File: src/hw/rtl/trg_pkg.sv
// Shared types and constants for the trapezoidal reference generator.
package trg_pkg;

  localparam int PosW = 32;
  localparam int MvW  = 31;
  localparam int AtW  = 32;
  localparam int TsW  = 16;
  localparam int DvdW = 64;
  localparam int DvsW = 33;

  localparam logic [1:0] PH_STOP   = 2'd0;
  localparam logic [1:0] PH_ACCEL  = 2'd1;
  localparam logic [1:0] PH_CRUISE = 2'd2;
  localparam logic [1:0] PH_DECEL  = 2'd3;

  localparam logic [3:0] OP_NONE   = 4'd0;
  localparam logic [3:0] OP_SET    = 4'd1;
  localparam logic [3:0] OP_DIVA   = 4'd2;
  localparam logic [3:0] OP_DV     = 4'd3;
  localparam logic [3:0] OP_VEL    = 4'd4;
  localparam logic [3:0] OP_PMUL   = 4'd5;
  localparam logic [3:0] OP_POS    = 4'd6;
  localparam logic [3:0] OP_DIVB   = 4'd7;
  localparam logic [3:0] OP_DECIDE = 4'd8;

  localparam logic [1:0] REG_MV = 2'd0;
  localparam logic [1:0] REG_AT = 2'd1;
  localparam logic [1:0] REG_TS = 2'd2;

  typedef struct packed {
    logic [3:0] op;
  } cmd_t;

  typedef struct packed {
    logic div_busy;
  } status_t;

endpackage

File: src/hw/rtl/trg_ctrl.sv
// Controller: sequences one request through the datapath.
module trg_ctrl (
  input  logic              clk,
  input  logic              rst_n,
  input  logic              in_valid,
  input  logic              in_opcode,
  output logic              in_stall,
  input  logic              out_busy,
  output logic              out_load,
  output trg_pkg::cmd_t     cmd,
  input  trg_pkg::status_t  status
);

  localparam logic [3:0] S_IDLE   = 4'd0;
  localparam logic [3:0] S_WAITA  = 4'd1;
  localparam logic [3:0] S_DV     = 4'd2;
  localparam logic [3:0] S_VEL    = 4'd3;
  localparam logic [3:0] S_PMUL   = 4'd4;
  localparam logic [3:0] S_POS    = 4'd5;
  localparam logic [3:0] S_DIVB   = 4'd6;
  localparam logic [3:0] S_WAITB  = 4'd7;
  localparam logic [3:0] S_DECIDE = 4'd8;
  localparam logic [3:0] S_DONE   = 4'd9;

  logic [3:0] state_r, state_nxt;

  always_comb begin
    state_nxt = state_r;
    cmd.op    = trg_pkg::OP_NONE;
    out_load  = 1'b0;
    in_stall  = (state_r != S_IDLE);
    unique case (state_r)
      S_IDLE: begin
        if (in_valid) begin
          if (in_opcode) begin
            cmd.op    = trg_pkg::OP_SET;
            state_nxt = S_DONE;
          end else begin
            cmd.op    = trg_pkg::OP_DIVA;
            state_nxt = S_WAITA;
          end
        end
      end
      S_WAITA:  if (!status.div_busy) state_nxt = S_DV;
      S_DV: begin
        cmd.op    = trg_pkg::OP_DV;
        state_nxt = S_VEL;
      end
      S_VEL: begin
        cmd.op    = trg_pkg::OP_VEL;
        state_nxt = S_PMUL;
      end
      S_PMUL: begin
        cmd.op    = trg_pkg::OP_PMUL;
        state_nxt = S_POS;
      end
      S_POS: begin
        cmd.op    = trg_pkg::OP_POS;
        state_nxt = S_DIVB;
      end
      S_DIVB: begin
        cmd.op    = trg_pkg::OP_DIVB;
        state_nxt = S_WAITB;
      end
      S_WAITB:  if (!status.div_busy) state_nxt = S_DECIDE;
      S_DECIDE: begin
        cmd.op    = trg_pkg::OP_DECIDE;
        state_nxt = S_DONE;
      end
      S_DONE: begin
        if (!out_busy) begin
          out_load  = 1'b1;
          state_nxt = S_IDLE;
        end
      end
      default: state_nxt = S_IDLE;
    endcase
  end

  always_ff @(posedge clk) begin
    if (!rst_n) state_r <= S_IDLE;
    else        state_r <= state_nxt;
  end

endmodule

File: config.mk
export PLATFORM = sky130hd
export DESIGN_NAME = trg_ctrl
export DESIGN_NICKNAME = d
export VERILOG_FILES = /design/src/hw/rtl/trg_pkg.sv /design/src/hw/rtl/trg_ctrl.sv
export SDC_FILE = /design/constraint.sdc
export NUM_CORES = 1
export LEC_CHECK = 0
export BUFFER_PORTS_ARGS = -buffer_cell sky130_fd_sc_hd__buf_4
export CAP_MARGIN = 25
export CORE_AREA = 2 2 39 41
export DETAILED_ROUTE_END_ITERATION = 12
export DIE_AREA = 0 0 41 43
export PLACE_DENSITY = 0.57
export SLEW_MARGIN = 5
export SYNTH_ARGS = -nofsm -noshare
export SYNTH_HDL_FRONTEND = slang
export SYNTH_SLANG_ARGS = --single-unit
File: constraint.sdc
create_clock -name clk -period 1.3 [get_ports clk]
set_clock_uncertainty 0.05 [all_clocks]
set_input_delay 0.26 -clock clk [delete_from_list [all_inputs] [get_ports clk]]
set_output_delay 0.26 -clock clk [all_outputs]
set_load 0.02 [all_outputs]
==> metrics.csv <==
metric,value,unit
ys_types,24,
ant_nets,0,
die_h,43,µm
worst_setup_path_start_kind,register,
cts_sinks,4,
worst_slew_pin_slew,0.197,ns
cp_max_fo,6,
synth_edf_count,0,
period_share,112,%
ys_ff_latch,4,
syn_area_per_cell,6.97,µm²
gp_congestion,0.783,
yosys-top-cells-area,"dfxtp_1 23%, nand2b_1 9.2%, a21oi_1 7.3%, nor2_1 6.6%, buf_2 5.9%",
grt_overflow,0,
setup_ws,-0.154,ns
drive_above_1_share,61.1,%
drt-total-wl,1010,µm
synthTopCellsByCount,"6 x nor2_1, 5 x a21oi_1, 5 x nand2b_1",
yosysTopAreaCell,dfxtp_1,
cp_data_arrival_time,1.14,ns
power.density,1150,nW/µm²
ys_seq_area_share,23.4,%
place_ws,-0.0184,ns
final_hold_viol_count,0,
setup_viol,8,
area_growth_syn_to_layout,88.3,%
clockBufferDepth,2,
syn_area,342,µm²
critPathRequiredTime,0.99,ns
postSynthCellCount,49,
syn-num-nets,55,
route.detailed.drc,0,
via_per_inst,4.83,
violations,setup timing,
numCtsBuffers,3,
fmax,0.688,GHz
status,"finished, violations left",
first_pass_iters,4,
core_area,1380,µm²
ir_drop,337,µV
ios,12,
cts_tree,yes,
worstSkewPairLatency,0.24,ns
synth.most_common_cell,nor2_1,
yosys_warnings,0,
grt_pass1_wl,1520,µm
num-nets-final,80,
largest_reg_flops,4,
ys.flop_type,dfxtp_1,
dieArea,1760,µm²
diodes,0,
cts_root_buf,clkbuf_4,
synth_top_area_share,23.4,%
start_util,24.7,%
end_kind,output port,
routedWlPerCell,11.5,µm
rsz0062_at_grt,yes,
clkTransAtPathRegs,0.03,ns
p_total,0.737,mW
htreeDepth,1,
port_buffers,11,
relSlewSlack,86.7,%
rows,14,
min_period,1.45,ns
leakagePower,0.275,nW
via_count,425,
drt_iter0_drc,4,
die_w,41,µm
critical_path_class,reg -> out,
hp-class,in -> reg,
final_core_util,46.5,%
grt_max_degree,9,
hpwl,673,µm
largest-register,state_r,
grt_pass1_vias,340,
max_cap_violations,0,
fillers,141,
top_regs,state_r (4),
antenna_found_initial,0,
grt_use_total,12.8,%
async_flop_share,0,%
slew_violations,0,
==> placed cells by master, fill, tap and decap left out, drive strengths merged, types with 2 or more instances in the layout <==
cell and n:
a21oi 5, nor2 6, nand2b 5, clkbuf 3, dfxtp 4, nand2 4
nand3b 2, nand3 3, buf 24, o21ai 2
==> per-layer routing <==
layer	vias up	routed length (µm)	GRT usage (%)	part of all wire (%)
met5	-	0	0	0
met4	0	0	10.0	0
met3	0	51	0	5.0
met2	13	510	18.8	50
met1	192	448	17.0	44
li1	220	-	-	-
==> worst paths after layout <==
path / startpoint / to / slack, ns / depth (start not counted)
worst max register to register: state_r[1]$_SDFFE_PN0P_ / state_r[3]$_SDFFE_PN0P_ / -0.07 / 4
worst min-delay path: rst_n / state_r[0]$_SDFFE_PN0P_ / 0.21 / 3
worst min register to register: state_r[0]$_SDFFE_PN0P_ / state_r[3]$_SDFFE_PN0P_ / 0.55 / 2
worst max-delay path: state_r[0]$_SDFFE_PN0P_ / cmd[1] / -0.15 / 4
==> cells by family after synthesis <==
logic type      share of synthesized area [%]
simple gates                             42.5
flops                                    23.4
xor+xnor                                 5.13
compound gates                           22.0
buf+inv                                  6.96
==> stage by stage <==
stage          setup TNS [ns]  std cells  hold slack [ns]  cell area [µm²]
6_report               -0.681         88            0.212              643
3_3_place_gp          -0.0312         79            0.463              495
2_1_floorplan          -0.126         49            0.322              348
5_1_grt                 -1.10         88            0.232              643
3_5_place_dp          -0.0279         79            0.463              495
4_1_cts                -0.637         85            0.204              597
==> power breakdown <==
group	internal (mW)	switching, mW	total (mW)	leakage, nW
clock network	0.104	0.0562	0.160	0.0138
logic	0.217	0.178	0.395	0.226
registers	0.146	0.0364	0.182	0.0356
total	0.467	0.271	0.737	0.275
==> critical path, cell delays in order, from the launching register on <==
cell      delay (ns)
dfxtp_4         0.36
buf_4           0.13
o21bai_1        0.15
a21oi_2         0.12
buf_4           0.15
==> repair_timing <==
| action | in CTS | in global routing |
|---|---|---|
| setup buffers | 3 | 3 |
| resized for setup | 18 | 6 |
| pin swaps | 8 | 1 |
| hold buffers | 0 | 0 |
| endpoints found under the setup margin | 8 | 8 |
==> final cells by class <==
| class | instances | area (µm²) | area share [%] |
|---|---|---|---|
| Clock buffer | 3 | 22.5 | 3.50 |
| Tap cell | 16 | 20.0 | 3.11 |
| Multi-Input combinational cell | 40 | 294 | 45.7 |
| Timing Repair Buffer | 24 | 208 | 32.3 |
| Sequential cell | 4 | 95.1 | 14.8 |
| Inverter | 1 | 3.75 | 0.584 |
Power figures use the tool's default switching activity.
